**src/hdl/tps_pkg.sv**
```systemverilog
// Package: constants, opcodes and types of the temperature profile sequencer.
package tps_pkg;

  localparam int MaxStepsDef    = 16;
  localparam int SampleEveryDef = 4;
  localparam logic [3:0] ForceSample = 4'd11;
  localparam int SecPerMin = 60;

  typedef enum logic [3:0] {
    OP_TICK   = 4'd0,
    OP_LOAD   = 4'd1,
    OP_START  = 4'd2,
    OP_PAUSE  = 4'd3,
    OP_RESUME = 4'd4,
    OP_SKIP   = 4'd5,
    OP_TARGET = 4'd6,
    OP_PUMP   = 4'd7,
    OP_MUTE   = 4'd8,
    OP_ACK    = 4'd9
  } opcode_t;

  typedef enum logic [2:0] {
    REG_ZERO   = 3'd0,
    REG_GAIN   = 3'd1,
    REG_OFFSET = 3'd2,
    REG_HON    = 3'd3,
    REG_HOFF   = 3'd4
  } reg_idx_t;

  typedef struct packed {
    logic [3:0]  opcode;
    logic signed [15:0] raw_sample;
    logic [3:0]  load_index;
    logic [10:0] load_temp;
    logic [7:0]  load_minutes;
    logic        load_hold;
    logic [4:0]  program_length;
    logic [10:0] manual_target;
  } in_word_t;

  typedef struct packed {
    logic        heater_on;
    logic        pump_on;
    logic        alarm_on;
    logic        auto_running;
    logic        waiting_temp;
    logic        holding;
    logic [4:0]  current_step;
    logic [13:0] seconds_left;
    logic signed [15:0] measured_temp;
    logic [10:0] target_temp;
    logic        profile_done;
  } out_word_t;

  typedef struct packed {
    logic [2:0]  index;
    logic [15:0] data;
  } cfg_word_t;

endpackage

```
**src/hdl/tps_if.sv**
```systemverilog
// Interfaces: valid/ready channels for input, result and configuration words.
interface tps_in_if;
  logic valid;
  logic ready;
  tps_pkg::in_word_t data;
  modport source (output valid, output data, input ready);
  modport sink (input valid, input data, output ready);
endinterface

interface tps_out_if;
  logic valid;
  logic ready;
  tps_pkg::out_word_t data;
  modport source (output valid, output data, input ready);
  modport sink (input valid, input data, output ready);
endinterface

interface tps_cfg_if;
  logic valid;
  logic ready;
  tps_pkg::cfg_word_t data;
  modport source (output valid, output data, input ready);
  modport sink (input valid, input data, output ready);
endinterface

```
**src/hdl/tps_ram.sv**
```systemverilog
// Generic single-port-write RAM with registered read.
module tps_ram #(
  parameter int Width = 8,
  parameter int Depth = 16
) (
  input  logic                     clk,
  input  logic                     we,
  input  logic [$clog2(Depth)-1:0] waddr,
  input  logic [Width-1:0]         wdata,
  input  logic [$clog2(Depth)-1:0] raddr,
  output logic [Width-1:0]         rdata
);
  logic [Width-1:0] mem [Depth];

  always_ff @(posedge clk) begin
    if (we) begin
      mem[waddr] <= wdata;
    end
    rdata <= mem[raddr];
  end
endmodule

```
**src/hdl/temperature_profile_sequencer.sv**
```systemverilog
// Top level: heater profile sequencer with step RAM and serial calibration divider.
//
//  channel | dir | word        | accepted when
//  in_     | in  | in_word_t   | in_valid & in_ready
//  out_    | out | out_word_t  | out_valid & out_ready
//  cfg_    | in  | cfg_word_t  | cfg_valid & cfg_ready
//
// Non-sampling items: a step RAM read and capture in READ, EXEC to apply, then the
// result word in OUT.
// A sampling tick adds the DIV state for the restoring divider, 1 bit per cycle.
// One item at a time; in_ready is low from accept until the result is taken.
// A stalled output holds the result word and the block.
// rst_n is synchronous; the step RAM has no reset and needs no clearing pass.
module temperature_profile_sequencer
  import tps_pkg::*;
#(
  parameter int MaxSteps    = tps_pkg::MaxStepsDef,
  parameter int SampleEvery = tps_pkg::SampleEveryDef
) (
  input logic clk,
  input logic rst_n,
  tps_in_if.sink    in_ch,
  tps_out_if.source out_ch,
  tps_cfg_if.sink   cfg_ch
);
  localparam int AW = (MaxSteps > 1) ? $clog2(MaxSteps) : 1;
  localparam int DW = 34;
  localparam logic [6:0] MSW = 7'(MaxSteps);

  typedef enum logic [4:0] {
    ST_IDLE = 5'b00001,
    ST_READ = 5'b00010,
    ST_DIV  = 5'b00100,
    ST_EXEC = 5'b01000,
    ST_OUT  = 5'b10000
  } state_t;

  state_t state_r, state_nxt;
  in_word_t item_r;

  // Configuration registers
  logic signed [15:0] zero_r;
  logic [15:0] gain_r;
  logic signed [10:0] offs_r;
  logic [7:0] hon_r, hoff_r;

  // Control state
  logic [4:0]  total_r, step_r;
  logic [13:0] cnt_r, saved_r;
  logic [3:0]  div_r;
  logic wait_r, auto_r, heat_r, pump_r, alarm_r, hold_r, done_r;
  logic [10:0] tgt_r;
  logic signed [15:0] temp_r;

  // Step memory: {temp, minutes, hold}
  logic ram_we;
  logic [AW-1:0] ram_waddr, ram_raddr;
  logic [19:0] ram_wdata, ram_rdata;

  tps_ram #(.Width(20), .Depth(2**AW)) u_steps (
    .clk(clk), .we(ram_we), .waddr(ram_waddr), .wdata(ram_wdata),
    .raddr(ram_raddr), .rdata(ram_rdata)
  );

  // Divider
  logic [DW-1:0] dq_r, rem_r;
  logic [5:0]    dcnt_r;
  logic          neg_r;
  logic [DW:0]   rem_sh;
  logic [15:0]   gain_eff;

  assign gain_eff = (gain_r == 16'd0) ? 16'd1 : gain_r;
  assign rem_sh = {rem_r, dq_r[DW-1]};

  // Step index to read: next step on ACK; start reads entry 0; otherwise the current step
  logic [4:0] nstep;
  logic [4:0] rd_idx;
  assign nstep = step_r + 5'd1;
  always_comb begin
    rd_idx = step_r;
    if (item_r.opcode == OP_START) rd_idx = '0;
    else if (item_r.opcode == OP_ACK) rd_idx = nstep;
    else if (item_r.opcode == OP_TICK && !hold_r && cnt_r == 14'd0 && !wait_r)
      rd_idx = step_r;
  end
  assign ram_raddr = AW'(rd_idx);
  assign ram_we = (state_r == ST_IDLE) && in_ch.valid && in_ch.ready &&
                  (in_ch.data.opcode == OP_LOAD) &&
                  ({3'b000, in_ch.data.load_index} < MSW);
  assign ram_waddr = AW'(in_ch.data.load_index);
  assign ram_wdata = {in_ch.data.load_temp, in_ch.data.load_minutes,
                      in_ch.data.load_hold};

  // Held entries: current step captured in READ; next step from the second memory view
  logic [19:0] ent_r, nent_r;
  logic        ent_ok_r, nent_ok_r;
  logic        fetch2_r;

  logic sampling;
  assign sampling = (item_r.opcode == OP_TICK) &&
                    (div_r == ForceSample || (5'(div_r) + 5'd1) >= 5'(SampleEvery));

  assign in_ch.ready  = (state_r == ST_IDLE);
  assign cfg_ch.ready = 1'b1;
  assign out_ch.valid = (state_r == ST_OUT);

  // Signed calibrated temperature after divide
  logic signed [35:0] tq;
  logic signed [15:0] tsat;
  always_comb begin
    tq = neg_r ? -$signed({2'b00, dq_r}) : $signed({2'b00, dq_r});
    tq = tq + 36'(offs_r);
    if (tq > 36'sd32767) tsat = 16'sh7fff;
    else if (tq < -36'sd32768) tsat = 16'sh8000;
    else tsat = tq[15:0];
  end

  always_comb begin
    state_nxt = state_r;
    case (state_r)
      ST_IDLE: if (in_ch.valid) state_nxt = ST_READ;
      ST_READ: if (!fetch2_r) state_nxt = ST_READ;
               else state_nxt = sampling ? ST_DIV : ST_EXEC;
      ST_DIV:  if (dcnt_r == 6'd0) state_nxt = ST_EXEC;
      ST_EXEC: state_nxt = ST_OUT;
      ST_OUT:  if (out_ch.ready) state_nxt = ST_IDLE;
      default: state_nxt = ST_IDLE;
    endcase
  end

  // Config writes
  always_ff @(posedge clk) begin
    if (!rst_n) begin
      zero_r <= '0; gain_r <= 16'd256; offs_r <= '0; hon_r <= 8'd5; hoff_r <= 8'd5;
    end else if (cfg_ch.valid) begin
      case (reg_idx_t'(cfg_ch.data.index))
        REG_ZERO:   zero_r <= cfg_ch.data.data;
        REG_GAIN:   gain_r <= cfg_ch.data.data;
        REG_OFFSET: offs_r <= cfg_ch.data.data[10:0];
        REG_HON:    hon_r  <= cfg_ch.data.data[7:0];
        REG_HOFF:   hoff_r <= cfg_ch.data.data[7:0];
        default: ;
      endcase
    end
  end

  // Main sequencing
  logic signed [17:0] diff;
  assign diff = 18'(item_r.raw_sample) - 18'(zero_r);

  always_ff @(posedge clk) begin
    if (!rst_n) begin
      state_r <= ST_IDLE;
      total_r <= '0; step_r <= '0; cnt_r <= '0; saved_r <= '0; div_r <= ForceSample;
      wait_r <= 1'b1; auto_r <= 1'b0; heat_r <= 1'b0; pump_r <= 1'b0;
      alarm_r <= 1'b0; hold_r <= 1'b0; done_r <= 1'b0; tgt_r <= '0; temp_r <= '0;
      fetch2_r <= 1'b0; dcnt_r <= '0;
    end else begin
      state_r <= state_nxt;
      case (state_r)
        ST_IDLE: begin
          fetch2_r <= 1'b0;
          if (in_ch.valid) item_r <= in_ch.data;
        end
        ST_READ: begin
          // fetch2_r low: RAM read of rd_idx issued; fetch2_r high: capture
          fetch2_r <= 1'b1;
          if (fetch2_r) begin
            ent_r <= ram_rdata;
            ent_ok_r <= {2'b00, rd_idx} < MSW;
            if (sampling) begin
              neg_r <= diff[17];
              dq_r  <= 34'(diff[17] ? -diff : diff) * 34'd2560
                       + 34'(gain_eff >> 1);
              rem_r <= '0;
              dcnt_r <= 6'(DW);
            end
          end
        end
        ST_DIV: begin
          // one restoring-division bit per cycle
          if (dcnt_r != 6'd0) begin
            if (rem_sh >= {19'd0, gain_eff}) begin
              rem_r <= DW'(rem_sh - {19'd0, gain_eff});
              dq_r  <= {dq_r[DW-2:0], 1'b1};
            end else begin
              rem_r <= rem_sh[DW-1:0];
              dq_r  <= {dq_r[DW-2:0], 1'b0};
            end
            dcnt_r <= dcnt_r - 6'd1;
          end
        end
        ST_EXEC: exec_item();
        default: ;
      endcase
    end
  end

  // Apply the item; uses a task with no timing for readability
  logic [13:0] ent_time;
  logic [10:0] ent_temp;
  logic        ent_hold;
  assign ent_temp = ent_ok_r ? ent_r[19:9] : 11'd0;
  assign ent_time = ent_ok_r ? 14'(ent_r[8:1] * 14'(SecPerMin)) : 14'd0;
  assign ent_hold = ent_ok_r ? ent_r[0] : 1'b0;

  // Next entry register: read from the second memory view in every state using raddr of next step
  logic [10:0] nent_temp;
  logic [13:0] nent_time;
  assign nent_temp = nent_ok_r ? nent_r[19:9] : 11'd0;
  assign nent_time = nent_ok_r ? 14'(nent_r[8:1] * 14'(SecPerMin)) : 14'd0;

  task automatic exec_item();
    logic signed [17:0] t18, tg;
    logic signed [17:0] hon_s, hoff_s;
    logic [4:0] n;
    logic adv;
    logic a;
    logic [13:0] c;
    logic [4:0] s;
    logic [10:0] g;
    logic w;
    logic [3:0] dv;
    logic h;
    logic hh;
    logic dn;
    t18 = 18'(tsat);
    tg = 18'(tgt_r);
    hon_s = 18'(hon_r);
    hoff_s = 18'(hoff_r);
    n = '0; adv = 1'b0;
    a = auto_r; c = cnt_r; s = step_r; g = tgt_r; w = wait_r; dv = div_r; h = hold_r;
    hh = heat_r; dn = 1'b0;
    case (opcode_t'(item_r.opcode))
      OP_TICK: begin
        if (!w && c != 14'd0) c = c - 14'd1;
        if (sampling) begin
          dv = '0;
          temp_r <= tsat;
          if (t18 - hon_s < tg) begin hh = 1'b1; pump_r <= 1'b1; end
          if (t18 + hoff_s > tg) hh = 1'b0;
          if (a && !h) begin
            if (w) begin
              if (t18 >= tg - hoff_s) w = 1'b0;
              if (s < total_r) g = ent_temp;
            end else if (c == 14'd0) begin
              alarm_r <= 1'b1;
              if (ent_hold) h = 1'b1;
              else adv = 1'b1;
            end else if (s < total_r) g = ent_temp;
          end
        end else begin
          dv = 4'(dv + 4'd1);
        end
      end
      OP_LOAD: ;
      OP_START: begin
        n = ({2'b00, item_r.program_length} > MSW) ? 5'(MaxSteps) : item_r.program_length;
        if (item_r.program_length != 5'd0) begin
          total_r <= n; a = 1'b1; s = '0; w = 1'b1; pump_r <= 1'b1; h = 1'b0;
          g = ent_temp; c = ent_time;
        end
      end
      OP_PAUSE: if (a && !h) begin a = 1'b0; saved_r <= c; c = '0; end
      OP_RESUME: if (!a && s < total_r) begin a = 1'b1; c = saved_r; end
      OP_SKIP: if (a && !h) begin c = '0; g = '0; end
      OP_TARGET: g = item_r.manual_target;
      OP_PUMP: pump_r <= !pump_r;
      OP_MUTE: alarm_r <= 1'b0;
      OP_ACK: if (h) begin alarm_r <= 1'b0; h = 1'b0; adv = 1'b1; end
      default: ;
    endcase
    if (item_r.opcode != OP_TICK) dv = ForceSample;
    if (adv) begin
      // advance needs next entry; read from the second memory view
      s = s + 5'd1;
      if (s >= total_r) begin
        a = 1'b0; g = '0; dn = 1'b1;
      end else begin
        c = nent_time; g = nent_temp; dv = ForceSample; w = 1'b1;
      end
    end
    auto_r <= a; cnt_r <= c; step_r <= s; tgt_r <= g; wait_r <= w;
    div_r <= dv; hold_r <= h; heat_r <= hh; done_r <= dn;
  endtask

  // Second memory view holds the following step for advance
  tps_ram #(.Width(20), .Depth(2**AW)) u_next (
    .clk(clk), .we(ram_we), .waddr(ram_waddr), .wdata(ram_wdata),
    .raddr(AW'(nstep)), .rdata(nent_r)
  );
  always_ff @(posedge clk) begin
    nent_ok_r <= {2'b00, nstep} < MSW;
  end

  assign out_ch.data = '{heater_on: heat_r, pump_on: pump_r, alarm_on: alarm_r,
                         auto_running: auto_r, waiting_temp: wait_r, holding: hold_r,
                         current_step: step_r, seconds_left: cnt_r,
                         measured_temp: temp_r, target_temp: tgt_r,
                         profile_done: done_r};
endmodule

```
**src/flat_wrapper.sv**
```systemverilog
// flat-port wrapper written by rule: the top's interface ports become plain ports
module temperature_profile_sequencer_flat import tps_pkg::*;
#(
  parameter int MaxSteps    = tps_pkg::MaxStepsDef,
  parameter int SampleEvery = tps_pkg::SampleEveryDef
)
  (clk, rst_n, in_ch_valid, in_ch_data, in_ch_ready, out_ch_valid, out_ch_data, out_ch_ready, cfg_ch_valid, cfg_ch_data, cfg_ch_ready);
  tps_in_if in_ch_i ();
  tps_out_if out_ch_i ();
  tps_cfg_if cfg_ch_i ();
  input logic clk;
  input logic rst_n;
  input wire logic [$bits(in_ch_i.valid)-1:0] in_ch_valid;
  input wire logic [$bits(in_ch_i.data)-1:0] in_ch_data;
  output wire logic [$bits(in_ch_i.ready)-1:0] in_ch_ready;
  output wire logic [$bits(out_ch_i.valid)-1:0] out_ch_valid;
  output wire logic [$bits(out_ch_i.data)-1:0] out_ch_data;
  input wire logic [$bits(out_ch_i.ready)-1:0] out_ch_ready;
  input wire logic [$bits(cfg_ch_i.valid)-1:0] cfg_ch_valid;
  input wire logic [$bits(cfg_ch_i.data)-1:0] cfg_ch_data;
  output wire logic [$bits(cfg_ch_i.ready)-1:0] cfg_ch_ready;
  assign in_ch_i.valid = in_ch_valid;
  assign in_ch_i.data = in_ch_data;
  assign in_ch_ready = in_ch_i.ready;
  assign out_ch_valid = out_ch_i.valid;
  assign out_ch_data = out_ch_i.data;
  assign out_ch_i.ready = out_ch_ready;
  assign cfg_ch_i.valid = cfg_ch_valid;
  assign cfg_ch_i.data = cfg_ch_data;
  assign cfg_ch_ready = cfg_ch_i.ready;
  temperature_profile_sequencer #(.MaxSteps(MaxSteps), .SampleEvery(SampleEvery)) u_core (.clk(clk), .rst_n(rst_n), .in_ch(in_ch_i), .out_ch(out_ch_i), .cfg_ch(cfg_ch_i));
endmodule
```
**config.mk**
```make
export PLATFORM = sky130hd
export DESIGN_NAME = temperature_profile_sequencer_flat
export DESIGN_NICKNAME = d
export VERILOG_FILES = /design/src/hdl/tps_pkg.sv /design/src/hdl/tps_if.sv /design/src/hdl/tps_ram.sv /design/src/hdl/temperature_profile_sequencer.sv /design/src/flat_wrapper.sv
export SDC_FILE = /design/constraint.sdc
export NUM_CORES = 1
export LEC_CHECK = 0
export ABC_CLOCK_PERIOD_IN_PS = 10200
export BUFFER_PORTS_ARGS = -buffer_cell sky130_fd_sc_hd__buf_2
export CAP_MARGIN = 20
export CORE_AREA = 8 8 268 270
export DETAILED_ROUTE_END_ITERATION = 16
export DIE_AREA = 0 0 276 278
export GPL_TIMING_DRIVEN = 0
export HOLD_SLACK_MARGIN = 0.05
export PLACE_DENSITY = 0.78
export SETUP_SLACK_MARGIN = 0.4
export SYNTH_ARGS = -nofsm -noshare
export SYNTH_HDL_FRONTEND = slang
export SYNTH_SLANG_ARGS = --single-unit
```
**constraint.sdc**
```tcl
create_clock -name clk -period 10.2 [get_ports clk]
set_clock_uncertainty 0.15 [all_clocks]
set_input_delay 2.55 -clock clk [delete_from_list [all_inputs] [get_ports clk]]
set_output_delay 2.55 -clock clk [all_outputs]
set_load 0.03 [all_outputs]
```
# ---- Word level (Yosys, flattened, before mapping)
# Memory sizes are Yosys's and may differ from the RTL's. A register that Yosys moved wholly into a read port is not among the register bits.
# Index checks and enable logic that the tools add are counted.
dict set report word_totals {
  n_memories 2
  in_bits 84
  ff_bits 274
  out_inout_bits 56
  mem_bits_rw 640
}
dict set report op_classes {
  n_mux 109
  reduce_logical 48
  eq_ne 38
  add_sub_neg 15
  order_cmp 12
  n_mul 3
}
# name depth width rd rd_clocked_by_memory_dff write_ports line
set mem_list {}
lappend mem_list {u_core.u_next.mem 16 20 1 1 1 tps_ram.sv:13} ;# logic [Width-1:0] mem [Depth];
lappend mem_list {u_core.u_steps.mem 16 20 1 1 1 tps_ram.sv:13}
# op n
set op_table {}
lappend op_table {{34-bit two-way mux} 8}
lappend op_table {{14-bit two-way mux} 11}
lappend op_table {{34-bit case mux with 2 select lines} 2}
lappend op_table {{11-bit two-way mux} 11}
lappend op_table {{5-bit two-way mux} 12}
lappend op_table {{14-bit case mux with 4 select lines} 1}
lappend op_table {{16-bit two-way mux} 3}
lappend op_table {{11-bit case mux with 4 select lines} 1}
lappend op_table {{1-bit two-way mux} 41}
lappend op_table {{36-bit by 11-bit adder with 36-bit output} 1}
lappend op_table {{36-bit by 16-bit > comparator with 1-bit output (second input constant)} 1}
lappend op_table {{36-bit by 16-bit < comparator with 1-bit output (second input constant)} 1}
lappend op_table {{36-bit two-way mux} 1}
lappend op_table {{34-bit negator with 36-bit output} 1}
lappend op_table {{35-bit by 16-bit >= comparator with 1-bit output} 1}
lappend op_table {{34-bit by 15-bit adder with 34-bit output} 1}
lappend op_table {{34-bit by 3-bit multiplier with 25-bit output (second input constant)} 1}
lappend op_table {{17-bit negator with 34-bit output} 1}
lappend op_table {{34-bit by 16-bit subtractor with 34-bit output} 1}
lappend op_table {{5-bit case mux with 5 select lines} 1}
lappend op_table {{8-bit by 4-bit multiplier with 12-bit output (second input constant)} 2}
lappend op_table {{4-bit two-way mux} 6}
lappend op_table {{18-bit by 12-bit > comparator with 1-bit output} 1}
lappend op_table {{18-bit by 12-bit < comparator with 1-bit output} 1}
lappend op_table {{other kinds (58)} 114}

# ---- Depth between registers and ports, before layout
# Gate-level depths: netlist (run 1).
dict set report depth {
  depth_word 16
  ltp_mapped 47
  mapped_depth_nobuf 45
}

# ---- Cells and area by module
# A second synthesis (run 1) with hierarchy kept.
dict set report unflattened {
  cells_unflattened 3780
  hier_area_um2 47877.2
}
# module cells_each n_inst area_each_um2
set modules_own_cells {}
lappend modules_own_cells {tps_ram 533 2 12530.8}
lappend modules_own_cells {temperature_profile_sequencer 2714 1 22815.6}

# ---- Worst setup path after synthesis (run 1)
# OpenSTA, ideal clock, no wires.
dict set report synth_timing {
  kind {register to register}
  start {reg u_core.dq_r[2]}
  end {reg u_core.heat_r}
  required_ns 9.981
  path_slack_ns 0.650
  stages_incl_launch_ff 45
  t_arrival_ns 9.331
  cell_sequence {edfxtp_1 -> or3_1 -> or3b_2 -> or2_2 -> or4_1 -> or2_2 -> o41ai_1 -> xnor2_1 -> ha_1 -> clkbuf_1 -> nand2_1 -> o21ai_0 -> nor3_1 -> a21oi_1 -> nand3_1 -> a211o_1 -> or4_1 -> nor4_1 -> (+9 left out) -> a21o_1 -> a21oi_1 -> nor3_1 -> a21o_1 -> a22oi_1 -> o21ai_0 -> ha_1 -> nand4_1 -> nor2_1 -> a21oi_1 -> o211ai_1 -> a21oi_1 -> a41oi_1 -> nor4_1 -> a31oi_1 -> a21oi_1 -> nand3b_1 -> o21ai_1}
}
dict set report synth_via {
  elab_chain_cells 10
  word_cells_on_any_way 14
  cone_classes {4 x add/sub; 4 x order compare; 4 x mux; 2 x reduce/logical}
}
# item line
set synth_lines {}
lappend synth_lines {{from (decl)} temperature_profile_sequencer.sv:66} ;# logic [DW-1:0] dq_r, rem_r;
lappend synth_lines {{from (signal assigned)} temperature_profile_sequencer.sv:173} ;# dq_r <= 34'(diff[17] ? -diff : diff) * 34'd2560
lappend synth_lines {{from (signal assigned)} temperature_profile_sequencer.sv:185} ;# dq_r <= {dq_r[DW-2:0], 1'b1};
lappend synth_lines {{from (signal assigned)} temperature_profile_sequencer.sv:188} ;# dq_r <= {dq_r[DW-2:0], 1'b0};
lappend synth_lines {{34-bit negator with 36-bit output} temperature_profile_sequencer.sv:111} ;# tq = neg_r ? -$signed({2'b00, dq_r}) : $signed({2'b00, dq_r});
lappend synth_lines {{36-bit two-way mux (*)} temperature_profile_sequencer.sv:111}
lappend synth_lines {{36-bit by 11-bit adder with 36-bit output (*)} temperature_profile_sequencer.sv:112} ;# tq = tq + 36'(offs_r);
lappend synth_lines {{36-bit by 16-bit < comparator with 1-bit output} temperature_profile_sequencer.sv:114} ;# else if (tq < -36'sd32768) tsat = 16'sh8000;
lappend synth_lines {{16-bit two-way mux} temperature_profile_sequencer.sv:114}
lappend synth_lines {{16-bit two-way mux (*)} temperature_profile_sequencer.sv:113} ;# if (tq > 36'sd32767) tsat = 16'sh7fff;
lappend synth_lines {{named net u_core.tsat[1]} temperature_profile_sequencer.sv:109} ;# logic signed [15:0] tsat;
lappend synth_lines {{16-bit by 9-bit adder with 17-bit output / 16-bit by 9-bit subtractor with 17-bit output (equally long branches)} {temperature_profile_sequencer.sv:241, temperature_profile_sequencer.sv:240}}
lappend synth_lines {{18-bit by 12-bit > comparator with 1-bit output / 18-bit by 12-bit < comparator with 1-bit output (equally long branches)} {temperature_profile_sequencer.sv:241, temperature_profile_sequencer.sv:240}}
lappend synth_lines {{2-bit nonzero test (no source line)} n/a}
lappend synth_lines {{4-bit AND reduction (no source line)} n/a}
lappend synth_lines {{to (signal assigned)} temperature_profile_sequencer.sv:155} ;# wait_r <= 1'b1; auto_r <= 1'b0; heat_r <= 1'b0; pump_r <= 1'b0;
lappend synth_lines {{to (decl)} temperature_profile_sequencer.sv:51} ;# logic wait_r, auto_r, heat_r, pump_r, alarm_r, hold_r, done_r;
# The timed path passes the listed nets; every way through them passes the cells marked *.
# A chain may end at the register's enable or synchronous reset.

# ---- Final worst setup path (run 1)
dict set report layout_timing {
  start {reg u_core.dq_r[4]}
  end {reg u_core.heat_r}
}
# The elaborated chain is that of the path after synthesis.

==> results.yml, run 1 <==
die:
  initial_core_util_pct: 56.04
  rows: 96
  io_pins: 140
  fp.dieH_um: 278
  core_um2: 67750
  die_w_um: 276
  fp.dieArea_um2: 76730
pwr:
  combPwrFrac_pct: 12.3
  vdd_drop_max_mv: 0.1604
  p_leak_nw: 15.50
  pwr-share-seq_pct: 44.9
  power.internal_mw: 4.624
  p_per_area_nw_per_um2: 144.0
  p_clk_share_pct: 42.8
  swShare_pct: 25.71
  switching_power_mw: 1.601
finish:
  mostFrequentLayoutCells: "446 x edfxtp_1, 386 x nand2_1, 246 x a21oi_1, 237 x nor2_1, 223 x ha_1"
  layout_commonest_cell: "edfxtp_1"
  syn2layout_area_growth_pct: 13.85
  fillers: 5172
  seq_area_um2: 17140
  utilization_pct: 63.80
  drive_gt1_share_pct: 15.43
  nets: 4158
  multi_input_area_um2: 19740
synth:
  ys_seq_area_share_pct: 45.14
  syn_area_um2: 37960
  ys.warnings.count: 0
  synth_edf_count: 446
  ys_async_sr_fraction_pct: 0
  synthFlopType: "edfxtp_1"
  netlist_instances: 3542
  synth.largest_area_cell: "edfxtp_1"
  yosys-top-cells-area: "edfxtp_1 35%, dfxtp_1 9.9%, mux4_2 9.3%, ha_1 7.4%, nand2_1 3.8%"
  synthDistinctLibCells: 100
  ys_seq_elements: 633
  synth_top_area_share_pct: 35.28
  avgSynthCellArea_um2: 10.72
sta:
  rsz0062_at_grt: "false"
  slew_viol_final: 0
  max_freq_mhz: 105.3
  slew_headroom_pct: 30.23
  worst_pin_slew_ps: 1044
  setup_viol: 0
  timing.final.crit_share_pct: 93.15
  finalHoldViolations: 0
  fin_setup_tns_ps: 0
  period_minus_slack_ps: 9501
setup_path:
  cpMostUsedCell: "a21o_1"
  max_stage_delay_ps: 510
  crit_path_start_kind: "flip-flop"
  endpoint_kind: "flip-flop"
  cp_data_arrival_time_ps: 9910
  r2r_setup_slack_ps: 700
  worstPathRequired_ps: 10610
  rr_worst_depth: 42
  cp_max_fo: 8
  reg2reg_from: "u_core.dq_r[4]$_DFFE_PP_"
  slowest_stage: "or3b_2"
  reg2reg_to: "u_core.heat_r$_SDFFE_PN0P_"
  critical_path_class: "flip-flop to flip-flop"
place:
  port_buffers: 137
  gp_congestion: 0.9711
  dp_hpwl_um: 81590
worst_hold_path:
  hold_depth: 0
  min_path_type: "flip-flop to flip-flop"
  whs_endpoint: "u_core.ent_r[6]$_DFFE_PP_"
  min-delay-start: "u_core.u_steps.rdata[6]$_DFF_P_"
grt:
  grt_max_degree: 30
  grt_usage_pct: 27.84
  antenna_found_initial: 5
  grt_pass1_vias: 29325
  grt_pass1_wl_um: 170100
  grt-ovfl-total: 0
routing:
  dr.pass1.iters: 8
  ant_nets: 0
  vias_per_cell: 6.428
  num_vias: 30553
  routed_wl_um: 110500
  drc_errors: 0
  wl_per_cell_um: 23.24
  drt_iter0_markers: 3615
clocking:
  worstSkewPairLatency_ps: 660
  numCtsBuffers: 71
  cts_tree: "built"
  clk_path_buf_depth: 3
  cts_hold_buf: 0
  cts_max_level: 3
  root_buffer: "clkbuf_16"
  path_clk_slew_ps: 70
  clkSinkCount: 633
job:
  cap_violations: 0
outcome:
  status: "finished, final reports clean"
-- Yosys cell counts (8+ instances only) --
cell      count
a211o_1      10
a211oi_1     85
a21boi_0     10
a21o_1       47
a21oi_1     257
a22oi_1      23
a311oi_1      9
a31oi_1      60
and2_1       48
and3_1       25
buf_1        24
buf_2        10
buf_4        10
clkbuf_1    143
dfxtp_1     187
edfxtp_1    446
fa_1         34
ha_1        224
inv_1       193
mux2i_1      18
mux4_2      156
nand2_1     387
nand2b_1     34
nand3_1      59
nand3b_1      9
nand4_1      26
nor2_1      253
nor2b_1      28
nor3_1       77
nor3b_1      10
nor4_1       30
nor4b_1       8
o211ai_1     21
o21a_1       18
o21ai_0     140
o21ai_1      18
o21bai_1     21
o31ai_1      21
or2_2        14
or3_1        27
or4_1        16
xnor2_1     135
xor2_1       57
-- cells by family after synthesis --
group,after synthesis,synth area share (%)
AND/OR/NAND/NOR,1072,13.35
AO/OA/AOI/OAI,824,13.96
flip-flops,633,45.14
buffers and inverters,381,3.919
adder cells (fa/ha/maj),259,9.202
XOR/XNOR,195,4.618
multiplexers,176,9.789
other,2,0.01978
-- final cells by class --
cell class	count	share of cell area, %
well taps	882	2.553
clock inverters	37	1.222
inverters	193	1.676
multi-input cells	2538	45.67
flip-flops and latches	633	39.65
diodes	1	0.005790
plain buffers	188	1.812
repair buffers	191	2.967
clock buffers	90	4.441
-- metal layers --
metal	up-vias	share of wire, %	global-route usage, %
met2	1749	46	44.62
met1	14806	40	37.00
met3	298	10	6.198
met5	-	0.037	0
li1	13694	-	-
met4	6	3.8	10.54
-- worst max-delay path by stage --
stage	endpoint	start	depth (start not counted)	slack, ps
2_1_floorplan	u_core.heat_r$_SDFFE_PN0P_	u_core.dq_r[2]$_DFFE_PP_	44	650
3_3_place_gp	u_core.heat_r$_SDFFE_PN0P_	u_core.dq_r[2]$_DFFE_PP_	44	-1200
3_5_place_dp	u_core.heat_r$_SDFFE_PN0P_	u_core.dq_r[2]$_DFFE_PP_	44	-1380
4_1_cts	u_core.heat_r$_SDFFE_PN0P_	u_core.dq_r[4]$_DFFE_PP_	45	440
5_1_grt	u_core.heat_r$_SDFFE_PN0P_	u_core.dq_r[4]$_DFFE_PP_	45	250
6_report	u_core.heat_r$_SDFFE_PN0P_	u_core.dq_r[4]$_DFFE_PP_	42	700
-- sequential cells by signal (all words and copies together) (netlist names), 14 cells and up --
name,count
u_core.cnt_r,14
u_core.zero_r,16
u_core.item_r,36
u_core.u_next.rdata,19
u_core.rem_r,34
u_core.dq_r,34
u_core.gain_r,16
u_core.temp_r,16
u_core.u_steps.rdata,20
u_core.u_steps.mem,320
u_core.saved_r,14
u_core.ent_r,20
-- worst max-delay path: cells and delay by family (launching register included) --
| family | cells | cell delay, ps |
|---|---|---|
| and+or+nand+nor | 12 | 3110 |
| AOI/OAI and AO/OA | 25 | 4380 |
| xor gates and xnor gates | 1 | 190 |
| adders and majority gates | 3 | 930 |
| buffers and inverters | 1 | 190 |
| DFF | 1 | 460 |
-- power by group through the flow --
stage | Sequential (mW) | Combinational, mW | Clock (mW)
after global placement | 2.85 | 0.718 | 0
final | 2.79 | 0.768 | 2.67
after detailed placement | 2.85 | 0.736 | 0
after CTS | 2.79 | 0.750 | 2.67
after global routing | 2.79 | 0.860 | 2.78
after floorplan | 2.84 | 0.553 | 0
-- through the flow --
| stage | total power, mW | instances | hold WS [ps] | cell area, um2 | worst slack [ps] |
|---|---|---|---|---|---|
| floorplan | 3.394 | 3552 | 235.5 | 38000 | 650.1 |
| global placement | 3.565 | 4571 | 236.2 | 39790 | -1197 |
| detailed placement | 3.582 | 4597 | 239.6 | 40220 | -1384 |
| CTS | 6.217 | 4731 | 217.7 | 42910 | 444.9 |
| global route | 6.428 | 4752 | 232.1 | 43220 | 250.4 |
| finish | 6.225 | 4753 | 221.9 | 43220 | 699.1 |
-- timing repair --
item,in CTS,in global routing
endpoints found under the setup margin,2,2
setup buffers,7,18
hold endpoints to repair,0,0
pin swaps,7,18
gates resized for setup,38,36
Note: power is estimated with default switching activity, not from simulation.
==> run 2: changes to the inputs <==
--- a/config.mk
+++ b/config.mk
@@ -14,7 +14,9 @@
 export GPL_TIMING_DRIVEN = 0
 export HOLD_SLACK_MARGIN = 0.05
 export PLACE_DENSITY = 0.78
+export REMOVE_ABC_BUFFERS = 1
 export SETUP_SLACK_MARGIN = 0.4
+export SKIP_CTS_REPAIR_TIMING = 1
 export SYNTH_ARGS = -nofsm -noshare
 export SYNTH_HDL_FRONTEND = slang
 export SYNTH_SLANG_ARGS = --single-unit
==> run 2 against run 1 <==
Cell count shrank 3.4%. Critical path type unchanged. Register-to-register slack lost 120 ps. Hold slack gained 29 ps. Highest routed layer unchanged. Combinational power shrank 2.6%. Maximum frequency shrank 1.3%. Via count shrank 3.8%. Utilization shrank 0.28 points.
==> results.yml, run 2 (same netlist as run 1, synthesis figures left out) <==
routing:
  dr.pass1.iters: 5
  wl_per_cell_um: 22.80
  num_vias: 29383
  routed_wl_um: 104700
  vias_per_cell: 6.400
  drt_iter0_markers: 3139
  ant_nets: 0
  drc_errors: 0
pwr:
  combPwrFrac_pct: 12.2
  p_leak_nw: 15.40
  p_clk_share_pct: 42.5
  pwr-share-seq_pct: 45.3
  p_per_area_nw_per_um2: 143.0
  vdd_drop_max_mv: 0.2531
  power.internal_mw: 4.618
  switching_power_mw: 1.537
  power_mw: 6.156
  swShare_pct: 24.97
clocking:
  cts_tree: "built"
  path_clk_slew_ps: 60
  numCtsBuffers: 68
  root_buffer: "clkbuf_16"
  cts_max_level: 3
  clk_path_buf_depth: 3
  clkSinkCount: 633
  worstSkewPairLatency_ps: 630
setup_path:
  cpMostUsedCell: "a21o_1"
  critical_path_class: "flip-flop to flip-flop"
  cp_max_fo: 7
  endpoint_kind: "flip-flop"
  r2r_setup_slack_ps: 580
  max_stage_delay_ps: 550
  worstPathRequired_ps: 10550
  cp_data_arrival_time_ps: 9970
  slowest_stage: "or4_4"
  crit_path_start_kind: "flip-flop"
finish:
  largest_reg_flops: 320
  mostFrequentLayoutCells: "446 x edfxtp_1, 387 x nand2_1, 244 x a21oi_1, 237 x nor2_1, 216 x ha_1"
  drive_gt1_share_pct: 16.78
  fin_area_um2: 43030
  syn2layout_area_growth_pct: 13.36
  reg_top3: "u_core.u_steps.mem: 320 flops, u_core.item_r: 36 flops"
  nets: 3992
  top_register: "u_core.u_steps.mem"
  layout_commonest_cell: "edfxtp_1"
grt:
  grt-ovfl-total: 0
  antenna_found_initial: 7
  grt_usage_pct: 26.08
  grt_pass1_wl_um: 159800
  grt_pass1_vias: 28261
  grt_max_degree: 86
die:
  die_w_um: 276
  core_um2: 67750
  initial_core_util_pct: 56.04
  fp.dieH_um: 278
  io_pins: 140
  fp.dieArea_um2: 76730
  rows: 96
sta:
  period_minus_slack_ps: 9622
  slew_headroom_pct: 26.77
  slew_viol_final: 0
  worst_pin_slew_ps: 1099
  rsz0062_at_grt: "false"
  finalHoldViolations: 0
  setup_viol: 0
  timing.final.crit_share_pct: 94.34
  setup_slack_ps: 577.6
  max_freq_mhz: 103.9
outcome:
  status: "finished, final reports clean"
place:
  dp_hpwl_um: 70740
  gp_congestion: 0.9302
  port_buffers: 138
  dpl_cell_area_um2: 40060
  dp_slack_ps: -1276
worst_hold_path:
  min_path_type: "flip-flop to flip-flop"
job:
  cap_violations: 0
run 2: changes by cell type in the layout (fill, tap and decap cells not counted), moves of 4 or more:
| cell | delta |
|---|---|
| clkinv_16 | -5 |
| ha_1 | -7 |
| nor2_2 | -12 |
| buf_1 | -24 |
| clkbuf_1 | -139 |
| ha_2 | +4 |
| buf_16 | +11 |
| nor2_4 | +12 |
| buf_6 | +8 |
| buf_8 | -11 |
| buf_2 | -12 |
| clkinv_1 | -4 |
run 2: layout make-up:
cell class	count	area, um2
fillers	5105	24710
multi-input cells	2538	20000
flip-flops and latches	633	17140
clock buffers	91	1901
repair buffers	216	1690
well taps	882	1104
inverters	193	726.9
clock inverters	35	460.4
diodes	3	7.507
run 2: final timing paths:
check                                   from                         end  cells after the start
min          u_core.u_steps.rdata[2]$_DFF_P_   u_core.ent_r[2]$_DFFE_PP_                      0
min reg2reg  u_core.u_steps.rdata[2]$_DFF_P_   u_core.ent_r[2]$_DFFE_PP_                      0
max reg2reg         u_core.dq_r[4]$_DFFE_PP_  u_core.heat_r$_SDFFE_PN0P_                     41
max                 u_core.dq_r[4]$_DFFE_PP_  u_core.heat_r$_SDFFE_PN0P_                     41
run 2: power groups by stage:
stage | clock (mW) | sequential [mW] | combinational, mW
after floorplan | 0 | 2.84 | 0.547
after global placement | 0 | 2.85 | 0.701
after detailed placement | 0 | 2.85 | 0.714
after CTS | 2.63 | 2.79 | 0.724
after global routing | 2.71 | 2.79 | 0.840
final | 2.62 | 2.79 | 0.748
run 2: critical path, delay by kind of cell (launching register included):
family | cells | cell delay, ps
compound gates | 20 | 3580
flops | 1 | 450
xor+xnor | 2 | 420
simple gates | 14 | 3500
fa+ha+maj | 3 | 1070
buf+inv | 2 | 330
run 2: routing by layer:
metal / up-vias / part of all wire, % / GRT usage (%)
met4: 4 / 4.0 / 10.97
li1: 13386 / - / -
met3: 274 / 9.1 / 4.916
met5: - / 0.021 / 0
met2: 1546 / 48 / 43.51
met1: 14173 / 39 / 33.33
run 2: metrics by stage:
stage / util [%] / cells / setup TNS [ps] / hold WS [ps]
after floorplan: - / 3364 / -953.5 / 235.5
after global placement: 57.61 / 4384 / -349670 / 236.9
after detailed placement: 59.13 / 4428 / -1468 / 238.7
after CTS: 62.61 / 4554 / -1584 / 252.2
after global routing: 63.52 / 4590 / 0 / 256.0
final: 63.52 / 4591 / 0 / 251.0
